`src/sv/tbp_pkg.sv`:
```
// Shared types, constants and microcode for the tetrahedron point locator.
package tbp_pkg;

  localparam int COORD_WIDTH    = 24;
  localparam int BARY_FRAC_BITS = 20;
  localparam int FIELD_W        = 24;
  localparam int BARY_W         = 24;
  localparam int COF_STEPS      = 18;
  localparam int PROD_STEPS     = 6;
  localparam int SETUP_STEPS    = COF_STEPS + PROD_STEPS;
  localparam int QUERY_STEPS    = 3 * PROD_STEPS;
  localparam int MAC_LAT        = 2;
  localparam int STEP_W         = 5;
  localparam int DRAIN_W        = $clog2(MAC_LAT);

  localparam logic KIND_VERTEX = 1'b0;
  localparam logic KIND_QUERY  = 1'b1;
  localparam logic RES_SETUP   = 1'b0;
  localparam logic RES_QUERY   = 1'b1;
  localparam logic [1:0] LAST_VERTEX = 2'd3;

  typedef struct packed {
    logic                      kind;
    logic [1:0]                vertex_index;
    logic signed [FIELD_W-1:0] coord_x;
    logic signed [FIELD_W-1:0] coord_y;
    logic signed [FIELD_W-1:0] coord_z;
  } in_item_t;

  typedef struct packed {
    logic                     result_kind;
    logic signed [BARY_W-1:0] bary_r;
    logic signed [BARY_W-1:0] bary_s;
    logic signed [BARY_W-1:0] bary_t;
    logic signed [BARY_W-1:0] bary_u;
    logic                     inside_res;
    logic                     singular;
  } out_item_t;

  typedef enum logic       {ASRC_J, ASRC_G} a_src_t;
  typedef enum logic       {BSRC_J, BSRC_D} b_src_t;
  typedef enum logic [1:0] {PART_FULL, PART_LO, PART_HI} part_t;
  typedef enum logic [1:0] {ACC_LOAD, ACC_ADD, ACC_SUB} acc_op_t;
  typedef enum logic [1:0] {DST_NONE, DST_G, DST_DET, DST_N} dst_t;
  typedef enum logic [1:0] {OUT_SETUP, OUT_SING, OUT_QUERY} out_mode_t;

  typedef enum logic [3:0] {
    ST_IDLE, ST_DIFF, ST_SMAC, ST_SDRAIN, ST_SCHK,
    ST_QMAC, ST_QDRAIN, ST_QN0, ST_DSTART, ST_DWAIT, ST_OUT
  } state_t;

  typedef struct packed {
    logic       mul_en;
    a_src_t     a_src;
    logic [3:0] a_idx;
    part_t      part;
    b_src_t     b_src;
    logic [3:0] b_idx;
    acc_op_t    acc_op;
    dst_t       dst;
    logic [3:0] dst_idx;
  } mac_cmd_t;

  typedef struct packed {
    logic       accept;
    logic       set_deg;
    logic       calc_diff;
    mac_cmd_t   mac;
    logic       calc_deg;
    logic       calc_n0;
    logic       div_start;
    logic [1:0] div_sel;
    logic       div_take;
    logic       out_load;
    out_mode_t  out_mode;
  } ctl_cmd_t;

  typedef struct packed {
    logic deg;
    logic div_done;
  } dp_stat_t;

  function automatic mac_cmd_t mac_idle();
    mac_cmd_t c;
    c.mul_en  = 1'b0;
    c.a_src   = ASRC_J;
    c.a_idx   = 4'd0;
    c.part    = PART_FULL;
    c.b_src   = BSRC_J;
    c.b_idx   = 4'd0;
    c.acc_op  = ACC_LOAD;
    c.dst     = DST_NONE;
    c.dst_idx = 4'd0;
    return c;
  endfunction

  // cofactors first (two products each), then det = sum g[i]*j[i] in halves
  function automatic mac_cmd_t mc_setup(input logic [STEP_W-1:0] step);
    mac_cmd_t         c;
    logic [3:0]       k;
    logic [15:0]      q;
    logic [STEP_W-1:0] off;
    c = mac_idle();
    c.mul_en = 1'b1;
    off = step - STEP_W'(COF_STEPS);
    if (step < STEP_W'(COF_STEPS)) begin
      k = step[4:1];
      case (k)
        4'd0: q = {4'd4, 4'd8, 4'd5, 4'd7};
        4'd1: q = {4'd5, 4'd6, 4'd3, 4'd8};
        4'd2: q = {4'd3, 4'd7, 4'd4, 4'd6};
        4'd3: q = {4'd2, 4'd7, 4'd1, 4'd8};
        4'd4: q = {4'd0, 4'd8, 4'd2, 4'd6};
        4'd5: q = {4'd1, 4'd6, 4'd0, 4'd7};
        4'd6: q = {4'd1, 4'd5, 4'd2, 4'd4};
        4'd7: q = {4'd2, 4'd3, 4'd0, 4'd5};
        4'd8: q = {4'd0, 4'd4, 4'd1, 4'd3};
        default: q = 16'd0;
      endcase
      c.a_src = ASRC_J;
      c.b_src = BSRC_J;
      c.part  = PART_FULL;
      if (!step[0]) begin
        c.a_idx  = q[15:12];
        c.b_idx  = q[11:8];
        c.acc_op = ACC_LOAD;
      end else begin
        c.a_idx   = q[7:4];
        c.b_idx   = q[3:0];
        c.acc_op  = ACC_SUB;
        c.dst     = DST_G;
        c.dst_idx = k;
      end
    end else begin
      c.a_src  = ASRC_G;
      c.a_idx  = {2'b00, off[2:1]};
      c.b_src  = BSRC_J;
      c.b_idx  = {2'b00, off[2:1]};
      c.part   = off[0] ? PART_HI : PART_LO;
      c.acc_op = (off == '0) ? ACC_LOAD : ACC_ADD;
      if (off == STEP_W'(PROD_STEPS - 1)) c.dst = DST_DET;
    end
    return c;
  endfunction

  // numerator k+1 = sum over axes of g[3k+i] * d[i], each product in halves
  function automatic mac_cmd_t mc_query(input logic [STEP_W-1:0] step);
    mac_cmd_t          c;
    logic [1:0]        k;
    logic [STEP_W-1:0] base;
    logic [STEP_W-1:0] off;
    c = mac_idle();
    c.mul_en = 1'b1;
    if (step < STEP_W'(PROD_STEPS)) begin
      k = 2'd0;
      base = '0;
    end else if (step < STEP_W'(2 * PROD_STEPS)) begin
      k = 2'd1;
      base = STEP_W'(PROD_STEPS);
    end else begin
      k = 2'd2;
      base = STEP_W'(2 * PROD_STEPS);
    end
    off = step - base;
    c.a_src  = ASRC_G;
    c.a_idx  = 4'({2'b00, k} * 4'd3 + {2'b00, off[2:1]});
    c.b_src  = BSRC_D;
    c.b_idx  = {2'b00, off[2:1]};
    c.part   = off[0] ? PART_HI : PART_LO;
    c.acc_op = (off == '0) ? ACC_LOAD : ACC_ADD;
    if (off == STEP_W'(PROD_STEPS - 1)) begin
      c.dst     = DST_N;
      c.dst_idx = {2'b00, k} + 4'd1;
    end
    return c;
  endfunction

endpackage

```
`src/sv/tbp_ctrl.sv`:
```
// Controller: transaction handshake, setup and query sequencing, output valid.
module tbp_ctrl (
  input  logic              clk,
  input  logic              rst_n,
  input  logic              in_valid,
  input  logic              in_kind,
  input  logic [1:0]        in_vidx,
  output logic              in_stall,
  output logic              out_valid,
  input  logic              out_stall,
  input  tbp_pkg::dp_stat_t stat,
  output tbp_pkg::ctl_cmd_t cmd
);

  localparam int SW = tbp_pkg::STEP_W;
  localparam int DR = tbp_pkg::DRAIN_W;

  tbp_pkg::state_t    state_r, state_nxt;
  logic [SW-1:0]      step_r, step_nxt;
  logic [DR-1:0]      drain_r, drain_nxt;
  logic [1:0]         widx_r, widx_nxt;
  tbp_pkg::out_mode_t omode_r, omode_nxt;
  logic               out_valid_r, out_valid_nxt;
  logic               accept, out_load;

  assign accept   = in_valid && state_r == tbp_pkg::ST_IDLE;
  assign out_load = state_r == tbp_pkg::ST_OUT && (!out_valid_r || !out_stall);

  always_comb begin
    state_nxt = state_r;
    step_nxt  = step_r;
    drain_nxt = drain_r;
    widx_nxt  = widx_r;
    omode_nxt = omode_r;
    case (state_r)
      tbp_pkg::ST_IDLE: begin
        if (accept) begin
          if (in_kind == tbp_pkg::KIND_VERTEX) begin
            if (in_vidx == tbp_pkg::LAST_VERTEX) state_nxt = tbp_pkg::ST_DIFF;
          end else if (stat.deg) begin
            omode_nxt = tbp_pkg::OUT_SING;
            state_nxt = tbp_pkg::ST_OUT;
          end else begin
            step_nxt  = '0;
            state_nxt = tbp_pkg::ST_QMAC;
          end
        end
      end
      tbp_pkg::ST_DIFF: begin
        step_nxt  = '0;
        state_nxt = tbp_pkg::ST_SMAC;
      end
      tbp_pkg::ST_SMAC: begin
        step_nxt = step_r + 1'b1;
        if (step_r == SW'(tbp_pkg::SETUP_STEPS - 1)) begin
          drain_nxt = '0;
          state_nxt = tbp_pkg::ST_SDRAIN;
        end
      end
      tbp_pkg::ST_SDRAIN: begin
        drain_nxt = drain_r + 1'b1;
        if (drain_r == DR'(tbp_pkg::MAC_LAT - 1)) state_nxt = tbp_pkg::ST_SCHK;
      end
      tbp_pkg::ST_SCHK: begin
        omode_nxt = tbp_pkg::OUT_SETUP;
        state_nxt = tbp_pkg::ST_OUT;
      end
      tbp_pkg::ST_QMAC: begin
        step_nxt = step_r + 1'b1;
        if (step_r == SW'(tbp_pkg::QUERY_STEPS - 1)) begin
          drain_nxt = '0;
          state_nxt = tbp_pkg::ST_QDRAIN;
        end
      end
      tbp_pkg::ST_QDRAIN: begin
        drain_nxt = drain_r + 1'b1;
        if (drain_r == DR'(tbp_pkg::MAC_LAT - 1)) state_nxt = tbp_pkg::ST_QN0;
      end
      tbp_pkg::ST_QN0: begin
        widx_nxt  = 2'd0;
        state_nxt = tbp_pkg::ST_DSTART;
      end
      tbp_pkg::ST_DSTART: state_nxt = tbp_pkg::ST_DWAIT;
      tbp_pkg::ST_DWAIT: begin
        if (stat.div_done) begin
          if (widx_r == 2'd3) begin
            omode_nxt = tbp_pkg::OUT_QUERY;
            state_nxt = tbp_pkg::ST_OUT;
          end else begin
            widx_nxt  = widx_r + 1'b1;
            state_nxt = tbp_pkg::ST_DSTART;
          end
        end
      end
      tbp_pkg::ST_OUT: begin
        if (out_load) state_nxt = tbp_pkg::ST_IDLE;
      end
      default: state_nxt = tbp_pkg::ST_IDLE;
    endcase
  end

  always_comb begin
    cmd           = '0;
    cmd.mac       = tbp_pkg::mac_idle();
    cmd.accept    = accept;
    cmd.set_deg   = accept && in_kind == tbp_pkg::KIND_VERTEX &&
                    in_vidx != tbp_pkg::LAST_VERTEX;
    cmd.div_sel   = widx_r;
    cmd.out_mode  = omode_r;
    cmd.out_load  = out_load;
    case (state_r)
      tbp_pkg::ST_DIFF:   cmd.calc_diff = 1'b1;
      tbp_pkg::ST_SMAC:   cmd.mac       = tbp_pkg::mc_setup(step_r);
      tbp_pkg::ST_SCHK:   cmd.calc_deg  = 1'b1;
      tbp_pkg::ST_QMAC:   cmd.mac       = tbp_pkg::mc_query(step_r);
      tbp_pkg::ST_QN0:    cmd.calc_n0   = 1'b1;
      tbp_pkg::ST_DSTART: cmd.div_start = 1'b1;
      tbp_pkg::ST_DWAIT:  cmd.div_take  = stat.div_done;
      default: ;
    endcase
  end

  assign out_valid_nxt = out_load ? 1'b1 : (out_valid_r && out_stall);

  always_ff @(posedge clk) begin
    if (!rst_n) begin
      state_r     <= tbp_pkg::ST_IDLE;
      step_r      <= '0;
      drain_r     <= '0;
      widx_r      <= '0;
      omode_r     <= tbp_pkg::OUT_SETUP;
      out_valid_r <= 1'b0;
    end else begin
      state_r     <= state_nxt;
      step_r      <= step_nxt;
      drain_r     <= drain_nxt;
      widx_r      <= widx_nxt;
      omode_r     <= omode_nxt;
      out_valid_r <= out_valid_nxt;
    end
  end

  assign in_stall  = state_r != tbp_pkg::ST_IDLE;
  assign out_valid = out_valid_r;

  a_no_overwrite: assert property (@(posedge clk) disable iff (!rst_n)
    cmd.out_load |-> (!out_valid_r || !out_stall))
    else $error("pending result overwritten");

  a_done_in_wait: assert property (@(posedge clk) disable iff (!rst_n)
    stat.div_done |-> state_r == tbp_pkg::ST_DWAIT)
    else $error("divider finished outside wait state");

  a_last_weight: assert property (@(posedge clk) disable iff (!rst_n)
    (state_r == tbp_pkg::ST_DWAIT && stat.div_done && widx_r == 2'd3)
    |=> state_r == tbp_pkg::ST_OUT)
    else $error("query result not issued after last weight");

  a_setup_start: assert property (@(posedge clk) disable iff (!rst_n)
    (accept && in_kind == tbp_pkg::KIND_VERTEX && in_vidx == tbp_pkg::LAST_VERTEX)
    |=> state_r == tbp_pkg::ST_DIFF)
    else $error("setup not started on last vertex");

endmodule
```
`config.mk`:
```
export PLATFORM = sky130hd
export DESIGN_NAME = tbp_ctrl
export DESIGN_NICKNAME = d
export VERILOG_FILES = /design/src/sv/tbp_pkg.sv /design/src/sv/tbp_ctrl.sv
export SDC_FILE = /design/constraint.sdc
export NUM_CORES = 1
export LEC_CHECK = 0
export CAP_MARGIN = 20
export CORE_UTILIZATION = 45
export CTS_CLUSTER_SIZE = 16
export DETAILED_ROUTE_END_ITERATION = 10
export DONT_BUFFER_PORTS = 1
export HOLD_SLACK_MARGIN = 0.06
export SYNTH_ARGS = -nofsm -noshare
export SYNTH_HDL_FRONTEND = slang
export SYNTH_SLANG_ARGS = --single-unit
```
`constraint.sdc`:
```
create_clock -name clk -period 5.14 [get_ports clk]
set_input_delay 1.542 -clock clk [delete_from_list [all_inputs] [get_ports clk]]
set_output_delay 1.542 -clock clk [all_outputs]
set_load 0.02 [all_outputs]
```
# Word level (Yosys, flattened, before mapping)
# Memory sizes are Yosys's and may differ from the RTL's. A register that Yosys moved wholly into a read port is not among the register bits.
# Cells that the tools add are included.
totals:
  register_bits: 15
  rom_bits: 224
  in_bits: 9
  mem_count: 1
memory_table:
  columns: ["memory", "depth", "width", "read_ports", "rd_clocked_by_memory_dff", "wr", "line", "text"]
  rows:
  - ["(name not given)", 16, 14, 1, 1, 0, "tbp_pkg.sv:108", "case (k)"]
classes:
  addsub: 7
  mul: 1
  n_lt_le_gt_ge: 3
  eq_ne: 30
  mux: 54
  n_bitwise: 1
  reduce_logical: 23
op_table:
  columns: ["cell", "count"]
  rows:
  - ["$mux 4", 16]
  - ["$pmux 4 s11", 1]
  - ["$pmux 21 s2", 1]
  - ["$mux 2", 14]
  - ["$ne 2x2->1 const B", 13]
  - ["$mux 5", 5]
  - ["$eq 4x3->1 const B", 4]
  - ["$mux 16", 1]
  - ["$pmux 5 s3", 1]
  - ["$eq 4x4->1 const B", 3]
  - ["$mux 6", 2]
  - ["$eq 5x3->1 const B", 2]
  - ["$eq 5x5->1 const B", 2]
  - ["$logic_not 5->1", 2]
  - ["$mux 1", 10]
  - ["$reduce_bool 3->1", 3]
  - ["$eq 4x2->1 const B", 2]
  - ["$reduce_and 8->1", 1]
  - ["$pmux 2 s3", 1]
  - ["$reduce_and 3->1", 2]
  - ["$reduce_and 6->1", 1]
  - ["$add 5x1->5 const B", 1]
  - ["$logic_and 1x1->1", 5]
  - ["$lt 5x3->1 const B", 1]
  - ["other kinds (22)", 25]

# Depth between registers and ports, before layout
# Gate-level depths: netlist (run 1).
depth:
  depth_word: 8
  depth_mapped: 12
  ltp_nobuf: 12

# Worst setup path after synthesis (run 1)
# OpenSTA, ideal clock, no wires.
synth_path:
  kind: "register to output"
  start: "register step_r[1]"
  end: "output port cmd[26] (netlist name)"
  arrival_time_ps: 3176
  required_time_ps: 3598
  path_slack_ps: 422
  stages_incl_launch_ff: 13
  n_path_buf: 0
  cell_sequence: "dfxtp_1 -> ha_1 -> or3_1 -> inv_1 -> nor2_1 -> ha_1 -> fa_1 -> inv_1 -> fa_1 -> ha_1 -> xor2_1 -> xnor2_1 -> o22ai_1"
synth_rtl:
  columns: ["element", "line", "text"]
  rows:
  - ["start, declared", "tbp_ctrl.sv:19", "logic [SW-1:0] step_r, step_nxt;"]
  - ["start signal, assigned", "tbp_ctrl.sv:135", "step_r <= step_nxt;"]
  - ["end, declared", "tbp_ctrl.sv:12", "output tbp_pkg::ctl_cmd_t cmd"]

==> run_results.csv, run 1 <==
group,metric,value,unit
outcome,status,"finished clean",
final_layout,layout-drive-gt1-share,12.6,%
timing,timing.final.setup_violations,0,
detailed_routing,routed_via_density,5.63,
worst_setup_path,critPathRequiredTime,3600,ps
timing,period_needed,4980,ps
clock_network,total_clock_buffers_created_by_cts,5,
power,power_dens_cells,493,nW/µm²
run,max_cap_viol_count,0,
detailed_routing,routedWlPerCell,15.4,µm
worst_setup_path,critical_path_class,"reg -> out",
place,numPortBuffers,0,
worst_hold_path,whs_path_cells,2,
global_routing,grt_max_degree,26,
worst_setup_path,worst_path_max_fanout,7,
place,post-dp-hpwl,4060,µm
worst_setup_path,worst_r2r_startpoint,"state_r[2]",
synth,ys_seq_area_share,25.1,%
synth,yosysUniqueCellTypes,58,
floorplanning,die_area,5420,µm²
clock_network,cts.sinks,29,
timing,setup-tns-final,0,ps
place,gp_congestion,0.856,
synth,syn_nets,314,
clock_network,clkSlewWorstSetupHoldPaths,60,ps
clock_network,worst_skew_pair.late_latency,290,ps
worst_setup_path,path_cells,"ha_1 -> or3_4 -> inv_2 -> nor2_4 -> ha_2 -> fa_1 -> inv_1 -> fa_1 -> ha_1 -> xor2_1 -> xnor2_1 -> o22ai_1 -> buf_4",
worst_hold_path,hp-start,"drain_r",
worst_hold_path,min_to,"drain_r",
worst_setup_path,critical_path_arrival,3440,ps
timing,final_hold_vios,0,
timing,worst_slack,156,ps
synth,synth_top_flop_cell,"sky130_fd_sc_hd__dfxtp_1",
floorplanning,boundaryPins,44,
clock_network,cts_root_buf,"sky130_fd_sc_hd__clkbuf_8",
detailed_routing,final_antenna_net_count,0,
timing,max_slew_margin,32.6,%
clock_network,tritoncts,"built",
floorplanning,die_height,73.6,µm
synth,syn_area,2310,µm²
detailed_routing,dr_total_vias,1989,
global_routing,grt_antenna_before_repair,0,
detailed_routing,detailedRoute.firstPassIterationCount,5,
worst_setup_path,crit_start,"step_r[1]",
final_layout,area_growth_from_synthesis_to_final_layout,7.59,%
worst_setup_path,timing.critical_path.to_type,"output pin",
power,maximum_vdd_ir_drop,200,µV
global_routing,global_route.overflow_total,0,
synth,yosys_warnings,0,
timing,min_period_over_period,97.0,%
synth,ys_async_sr_fraction,0,%
timing,fmax,201,MHz
worst_setup_path,critPathMaxStageDelay,540,ps
worst_setup_path,cpMaxStageDelayCell,"sky130_fd_sc_hd__fa_1",
timing,grt_setup_unrepaired,"no",
synth,synth_area_per_cell,8.04,µm²
power,leakage,1.06,nW
place,dp_slack,239,ps
clock_network,cts.path.max_buffers,2,
timing,slew_violations,0,
final_layout,design.final.nets,312,
final_layout,antennaDiodeCount,0,
synth,gate_count_post_synth,287,
floorplanning,core,4820,µm²
global_routing,tot_gr_track_use,21.1,%
floorplanning,die_width,73.6,µm
detailed_routing,detail_route.drc_violations,0,
detailed_routing,totalWireLength,5430,µm
synth,synth.ff_latch_count,29,
worst_setup_path,crit_path_launch_type,"flip-flop",
detailed_routing,detail_route.iter0.violations,83,
worst_hold_path,min_path_type,"reg -> reg",
global_routing,grt_first_pass_wirelength,8630,µm
worst_setup_path,reg2reg_slack,2180,ps
worst_setup_path,timing.reg2reg.worst_path_depth,9,
worst_setup_path,critical_path.n_buffers_inverters,3,
timing,tightestPinTransition,997,ps
worst_setup_path,worst_path_dominant_cell_family,"adder cells",
global_routing,first_global_vias,1784,
timing,clock_skew,5.67,ps
floorplanning,fp-row-count,25,
clock_network,cts.htree.levels,2,
synth,number_of_enable_flip_flop_cells_after_synthesis,0,
floorplanning,effective_utilization_at_floorplan,47.9,%
## area by class of cell
| type | instances | area (µm²) |
|---|---|---|
| clock buffers | 7 | 96.3 |
| clock inverters | 1 | 5.00 |
| well taps | 67 | 83.8 |
| repair buffers | 7 | 52.6 |
| flip-flops and latches | 29 | 583 |
| multi-input cells | 216 | 1570 |
| fillers | 497 | 2330 |
| inverters | 26 | 97.6 |
## how the worst max path moves through the flow
stage          endpoint  cells past startpoint
3_5_place_dp    cmd[26]                     13
3_3_place_gp    cmd[26]                     13
6_report        cmd[26]                     13
4_1_cts         cmd[26]                     13
5_1_grt         cmd[26]                     13
2_1_floorplan   cmd[26]                     12
## logic make-up (layout without fill, tap and decap cells)
logic type,after synthesis,in the layout,share of synthesized area (%)
simple gates,102,102,24.3
compound gates,74,74,22.5
buf+inv,42,41,7.70
flops,29,29,25.1
fa+ha+maj,18,18,10.4
mux,13,13,5.85
xor+xnor,9,9,4.07
## cells in the mapped netlist (3+ instances only)
cell	n	area (µm²)
sky130_fd_sc_hd__xnor2_1	4	35.0
sky130_fd_sc_hd__and2_1	8	50.1
sky130_fd_sc_hd__mux2_2	4	45.0
sky130_fd_sc_hd__nor2_1	21	78.8
sky130_fd_sc_hd__ha_1	16	200
sky130_fd_sc_hd__o31ai_1	5	37.5
sky130_fd_sc_hd__a211oi_1	3	22.5
sky130_fd_sc_hd__nand3_1	6	30.0
sky130_fd_sc_hd__o22ai_1	6	37.5
sky130_fd_sc_hd__a31oi_1	3	18.8
sky130_fd_sc_hd__nand2_1	20	75.1
sky130_fd_sc_hd__nor3_1	5	25.0
sky130_fd_sc_hd__xor2_1	3	26.3
sky130_fd_sc_hd__dfxtp_1	29	581
sky130_fd_sc_hd__buf_2	4	20.0
sky130_fd_sc_hd__a22oi_1	3	22.5
sky130_fd_sc_hd__mux2i_1	9	90.1
sky130_fd_sc_hd__buf_1	4	15.0
sky130_fd_sc_hd__nand3b_1	4	30.0
sky130_fd_sc_hd__clkbuf_1	5	18.8
sky130_fd_sc_hd__a21oi_1	13	65.1
sky130_fd_sc_hd__nand2b_1	4	25.0
sky130_fd_sc_hd__nor2b_1	13	81.3
sky130_fd_sc_hd__o21ai_0	21	105
sky130_fd_sc_hd__inv_1	26	97.6
sky130_fd_sc_hd__nor3b_1	3	22.5
sky130_fd_sc_hd__and3_1	4	25.0
## metrics by stage
| step | total power (W) | utilization, % | cell area (µm²) | instances | hold slack (ps) |
|---|---|---|---|---|---|
| 5_1_grt | 0.00131 | 51.6 | 2480 | 353 | 543 |
| 6_report | 0.00122 | 51.6 | 2480 | 353 | 514 |
| 3_3_place_gp | 0.00102 | 48.9 | 2360 | 344 | 510 |
| 2_1_floorplan | 0.000885 | - | 2310 | 287 | 478 |
| 4_1_cts | 0.00123 | 51.2 | 2470 | 353 | 517 |
| 3_5_place_dp | 0.00102 | 48.9 | 2360 | 344 | 508 |
## what timing repair did
action,4_1_cts,5_1_grt
setup endpoints to repair,1,4
gates cloned,0,0
hold buffers,0,0
gates resized for setup,1,6
pin swaps,1,1
buffers inserted,1,0
## routing by layer
layer | share of wire [%] | GRT usage [%]
met1 | 50 | 28.0
met2 | 43 | 32.6
met3 | 6.1 | 6.04
met4 | 1.3 | 7.48
met5 | 0 | 0
## placed cells by master, fill, tap and decap left out, types with 2 or more instances in the layout
cell,netlist,routed
sky130_fd_sc_hd__dfxtp_1,29,27
sky130_fd_sc_hd__nand3b_1,4,4
sky130_fd_sc_hd__and2_1,8,8
sky130_fd_sc_hd__o211ai_1,2,2
sky130_fd_sc_hd__buf_4,2,7
sky130_fd_sc_hd__a21oi_1,13,13
sky130_fd_sc_hd__a31oi_1,3,3
sky130_fd_sc_hd__a22oi_1,3,3
sky130_fd_sc_hd__o31ai_1,5,5
sky130_fd_sc_hd__and3_1,4,4
sky130_fd_sc_hd__clkbuf_8,0,7
sky130_fd_sc_hd__xor2_1,3,3
sky130_fd_sc_hd__nor2b_1,13,13
sky130_fd_sc_hd__inv_1,26,25
sky130_fd_sc_hd__nand3_1,6,6
sky130_fd_sc_hd__o21ai_1,2,2
sky130_fd_sc_hd__nand2_1,20,20
sky130_fd_sc_hd__nand2b_1,4,4
sky130_fd_sc_hd__fa_1,2,2
sky130_fd_sc_hd__mux2i_1,9,9
sky130_fd_sc_hd__mux2_2,4,4
sky130_fd_sc_hd__xnor2_1,4,4
sky130_fd_sc_hd__a2111oi_4,2,2
sky130_fd_sc_hd__o22ai_1,6,6
sky130_fd_sc_hd__dfxtp_2,0,2
sky130_fd_sc_hd__xnor2_2,2,2
sky130_fd_sc_hd__a21boi_0,2,2
sky130_fd_sc_hd__a211oi_1,3,3
sky130_fd_sc_hd__nor3_1,5,5
sky130_fd_sc_hd__nor4b_1,2,2
sky130_fd_sc_hd__ha_1,16,15
sky130_fd_sc_hd__o21ai_0,21,21
sky130_fd_sc_hd__nand4_1,2,2
sky130_fd_sc_hd__nor2_1,21,20
sky130_fd_sc_hd__nor3b_1,3,3
## where the power goes
group / internal (W) / switching [W]
Sequential: 0.000274 / 0.0000443
Clock: 0.000121 / 0.0000880
Combinational: 0.000264 / 0.000433
## tightest hold or removal path, delay by kind of cell, from the launching register on
family          cells  cell delay, ps
compound gates      2             140
flops               1             330
No activity file was read; power rests on OpenSTA's default activity.
==> run 2, diff against run 1 <==
ABC_AREA = 1   (was unset)
==> run 2 against run 1 <==
The run now ends with DRC left. Clock skew is 3.7 ps higher. Worst setup slack improved by 76 ps. Non-clock buffer count decreased by 6. Final area fell by 6.8%. Fmax grew 1.6%. Cell count grew 5.7%. Worst hold slack got worse by 30 ps. Utilization up 0.18 points. Critical endpoint unchanged.
==> run_results.csv, run 2 <==
group,metric,value,unit
detailed_routing,routedLengthMet1,2550,µm
clock_network,total_clock_buffers_created_by_cts,5,
final_layout,final_common_cell,"sky130_fd_sc_hd__nand2_1",
synth,yosys_warnings,0,
final_layout,top_library_cells_by_usage_in_the_layout_fill_and_taps_aside,"68 x sky130_fd_sc_hd__nand2_1, 36 x sky130_fd_sc_hd__nor2_1, 35 x sky130_fd_sc_hd__inv_1, 27 x sky130_fd_sc_hd__dfxtp_1, 25 x sky130_fd_sc_hd__nand3_1",
synth,netlist_top_cells_count,"68 x sky130_fd_sc_hd__nand2_1, 37 x sky130_fd_sc_hd__nor2_1, 35 x sky130_fd_sc_hd__inv_1, 29 x sky130_fd_sc_hd__dfxtp_1, 25 x sky130_fd_sc_hd__nand3_1",
detailed_routing,routedWlPerCell,13.4,µm
clock_network,cts.path.max_buffers,2,
synth,synth.top_cells.by_area,"sky130_fd_sc_hd__dfxtp_1 27%, sky130_fd_sc_hd__nand2_1 12%, sky130_fd_sc_hd__ha_1 9.3%",
final_layout,finish.cell_count_without_fillers,373,
worst_setup_path,timing.reg2reg.worst_path_depth,12,
synth,yosysUniqueCellTypes,33,
outcome,failed_checks,"DRC",
floorplanning,boundaryPins,44,
clock_network,cts.repair_timing.setup_buffer_count,0,
detailed_routing,met3WireLength,275,µm
detailed_routing,detail_route.drc_violations,4,
final_layout,multi_input_area,1370,µm²
timing,fmax,204,MHz
timing,grt_setup_unrepaired,"no",
timing,tightestPinTransition,667,ps
synth,synth.ff_latch_count,29,
timing,setup-tns-final,0,ps
global_routing,first_global_vias,1727,
final_layout,design.final.nets,347,
floorplanning,die_area,5080,µm²
synth,ys_async_sr_fraction,0,%
worst_setup_path,path_cells,"inv_1 -> nand2_1 -> nor2_2 -> ha_1 -> fa_1 -> inv_1 -> fa_1 -> ha_1 -> xnor2_1 -> a21oi_1 -> o21ai_0 -> o21ai_1",
detailed_routing,topRoutingLayerUsed,"met4",
power,maximum_vdd_ir_drop,223,µV
synth,synth_area_per_cell,6.77,µm²
worst_setup_path,cpMaxStageDelayCell,"sky130_fd_sc_hd__fa_1",
floorplanning,core,4470,µm²
global_routing,tot_gr_track_use,21.1,%
floorplanning,die_height,71.3,µm
final_layout,seqCellArea,583,µm²
timing,slew_violations,0,
synth,ys_seq_area_share,26.9,%
detailed_routing,totalWireLength,4980,µm
timing,period_needed,4910,ps
synth,gate_count_post_synth,319,
global_routing,grt_max_degree,17,
final_layout,n_fill_cell,451,
worst_setup_path,worst_path_max_fanout,7,
final_layout,area_growth_from_synthesis_to_final_layout,7.18,%
synth,number_of_enable_flip_flop_cells_after_synthesis,0,
run,max_cap_viol_count,0,
clock_network,cts_root_buf,"sky130_fd_sc_hd__clkbuf_8",
worst_setup_path,crit_path_launch_type,"flip-flop",
worst_setup_path,timing.critical_path.to_type,"output pin",
final_layout,antennaDiodeCount,0,
timing,fin_hold_ws,484,ps
synth,synth_top_area_cell,"sky130_fd_sc_hd__dfxtp_1",
clock_network,tritoncts,"built",
worst_setup_path,critPathMaxStageDelay,430,ps
clock_network,cts.hold.buffers_added,0,
place,placed_cells_incl_taps,365,
detailed_routing,detail_route.iter0.violations,116,
global_routing,global_route.overflow_total,0,
timing,max_slew_margin,55.0,%
timing,clock_skew,9.38,ps
worst_hold_path,min_path_type,"reg -> reg",
outcome,status,"finished, violations left",
worst_setup_path,critical_path_arrival,3370,ps
worst_setup_path,critPathRequiredTime,3600,ps
floorplanning,effective_utilization_at_floorplan,48.3,%
synth,synthMostInstantiatedCell,"sky130_fd_sc_hd__nand2_1",
timing,final_hold_vios,0,
power,power_dens_cells,422,nW/µm²
clock_network,worst_skew_pair.late_latency,290,ps
place,post-dp-hpwl,4020,µm
place,numPortBuffers,0,
worst_setup_path,worstSetupPathDepth,12,
synth,syn_nets,346,
worst_setup_path,worst_path_dominant_cell_family,"adder cells",
floorplanning,fp-row-count,24,
floorplanning,die_width,71.3,µm
synth,synth_top_cell_area_share,26.9,%
clock_network,cts.htree.levels,2,
clock_network,clkSlewWorstSetupHoldPaths,70,ps
power,p_total,0.000977,W
final_layout,layout-drive-gt1-share,15.3,%
worst_setup_path,critical_path_class,"reg -> out",
detailed_routing,dr_total_vias,1961,
place,gp_congestion,0.971,
synth,synth_top_flop_cell,"sky130_fd_sc_hd__dfxtp_1",
global_routing,grt_antenna_before_repair,0,
timing,timing.final.setup_violations,0,
timing,min_period_over_period,95.5,%
power,leakage,1.19,nW
synth,syn_area,2160,µm²
worst_hold_path,whs_path_cells,2,
detailed_routing,dr_wl_met2,2090,µm
clock_network,cts.sinks,29,
detailed_routing,final_antenna_net_count,0,
worst_setup_path,critical_path.n_buffers_inverters,2,
global_routing,grt_first_pass_wirelength,8250,µm
detailed_routing,detailedRoute.firstPassIterationCount,7,
final_layout,postLayoutCoreUtil,51.7,%
detailed_routing,routed_via_density,5.26,
==> run 2: cell types whose count changed after synthesis, moves of 13 or more <==
cell,delta
sky130_fd_sc_hd__nand3_1,+19
sky130_fd_sc_hd__nand2_1,+48
sky130_fd_sc_hd__nor2_1,+16
sky130_fd_sc_hd__nor2b_1,-13
==> run 2: worst min-delay path, delay by kind of cell (launching register included) <==
kind               cells  cell delay, ps
AOI/OAI and AO/OA      2             130
DFF                    1             310
==> run 2: per-stage QoR <==
step	area, µm²	worst slack, ps
after floorplan	2160	669
after global placement	2190	428
after detailed placement	2190	326
after CTS	2310	9.90
after global routing	2310	11.6
final	2310	233
==> run 2: cells by family (layout without fill, tap and decap cells) <==
family	count (synthesis)	in the layout	synth area share, %
AO/OA/AOI/OAI	44	44	11.1
XOR/XNOR	5	5	2.03
adder cells (fa/ha/maj)	18	18	11.1
buffers and inverters	53	55	9.85
flip-flops	29	29	26.9
multiplexers	5	5	2.32
AND/OR/NAND/NOR	165	165	36.7
==> run 2: worst paths after layout <==
kind              from   endpoint  slack [ps]
min reg2reg    drain_r    drain_r         480
min            drain_r    drain_r         480
max          step_r[4]    cmd[26]         230
max reg2reg  step_r[0]  flip-flop        3090
==> run 2: cell type report <==
type / instances / area share [%]
Multi-Input combinational cell: 237 / 59.1
Sequential cell: 29 / 25.2
Tap cell: 52 / 2.81
Clock inverter: 3 / 2.00
Timing Repair Buffer: 1 / 0.324
Clock buffer: 5 / 2.97
Inverter: 46 / 7.57
==> run 2: where the power goes <==
| part | switching, W | leakage (nW) | total [W] | internal, W |
|---|---|---|---|---|
| sequential | 0.0000415 | 0.236 | 0.000294 | 0.000252 |
| clock | 0.0000900 | 0.0543 | 0.000235 | 0.000145 |
| combinational | 0.000322 | 0.898 | 0.000449 | 0.000126 |
| total | 0.000454 | 1.19 | 0.000977 | 0.000523 |
==> run 2: layer usage <==
metal | track usage (%) | vias up
met5 | 0 | -
met4 | 7.33 | 0
met3 | 5.34 | 8
met2 | 30.9 | 48
met1 | 30.1 | 876
li1 | - | 1029
==> run 2: what timing repair did <==
item / CTS / global route
resized for setup: 0 / 4
endpoints found under the hold margin: 0 / 0
endpoints found under the setup margin: 0 / 1
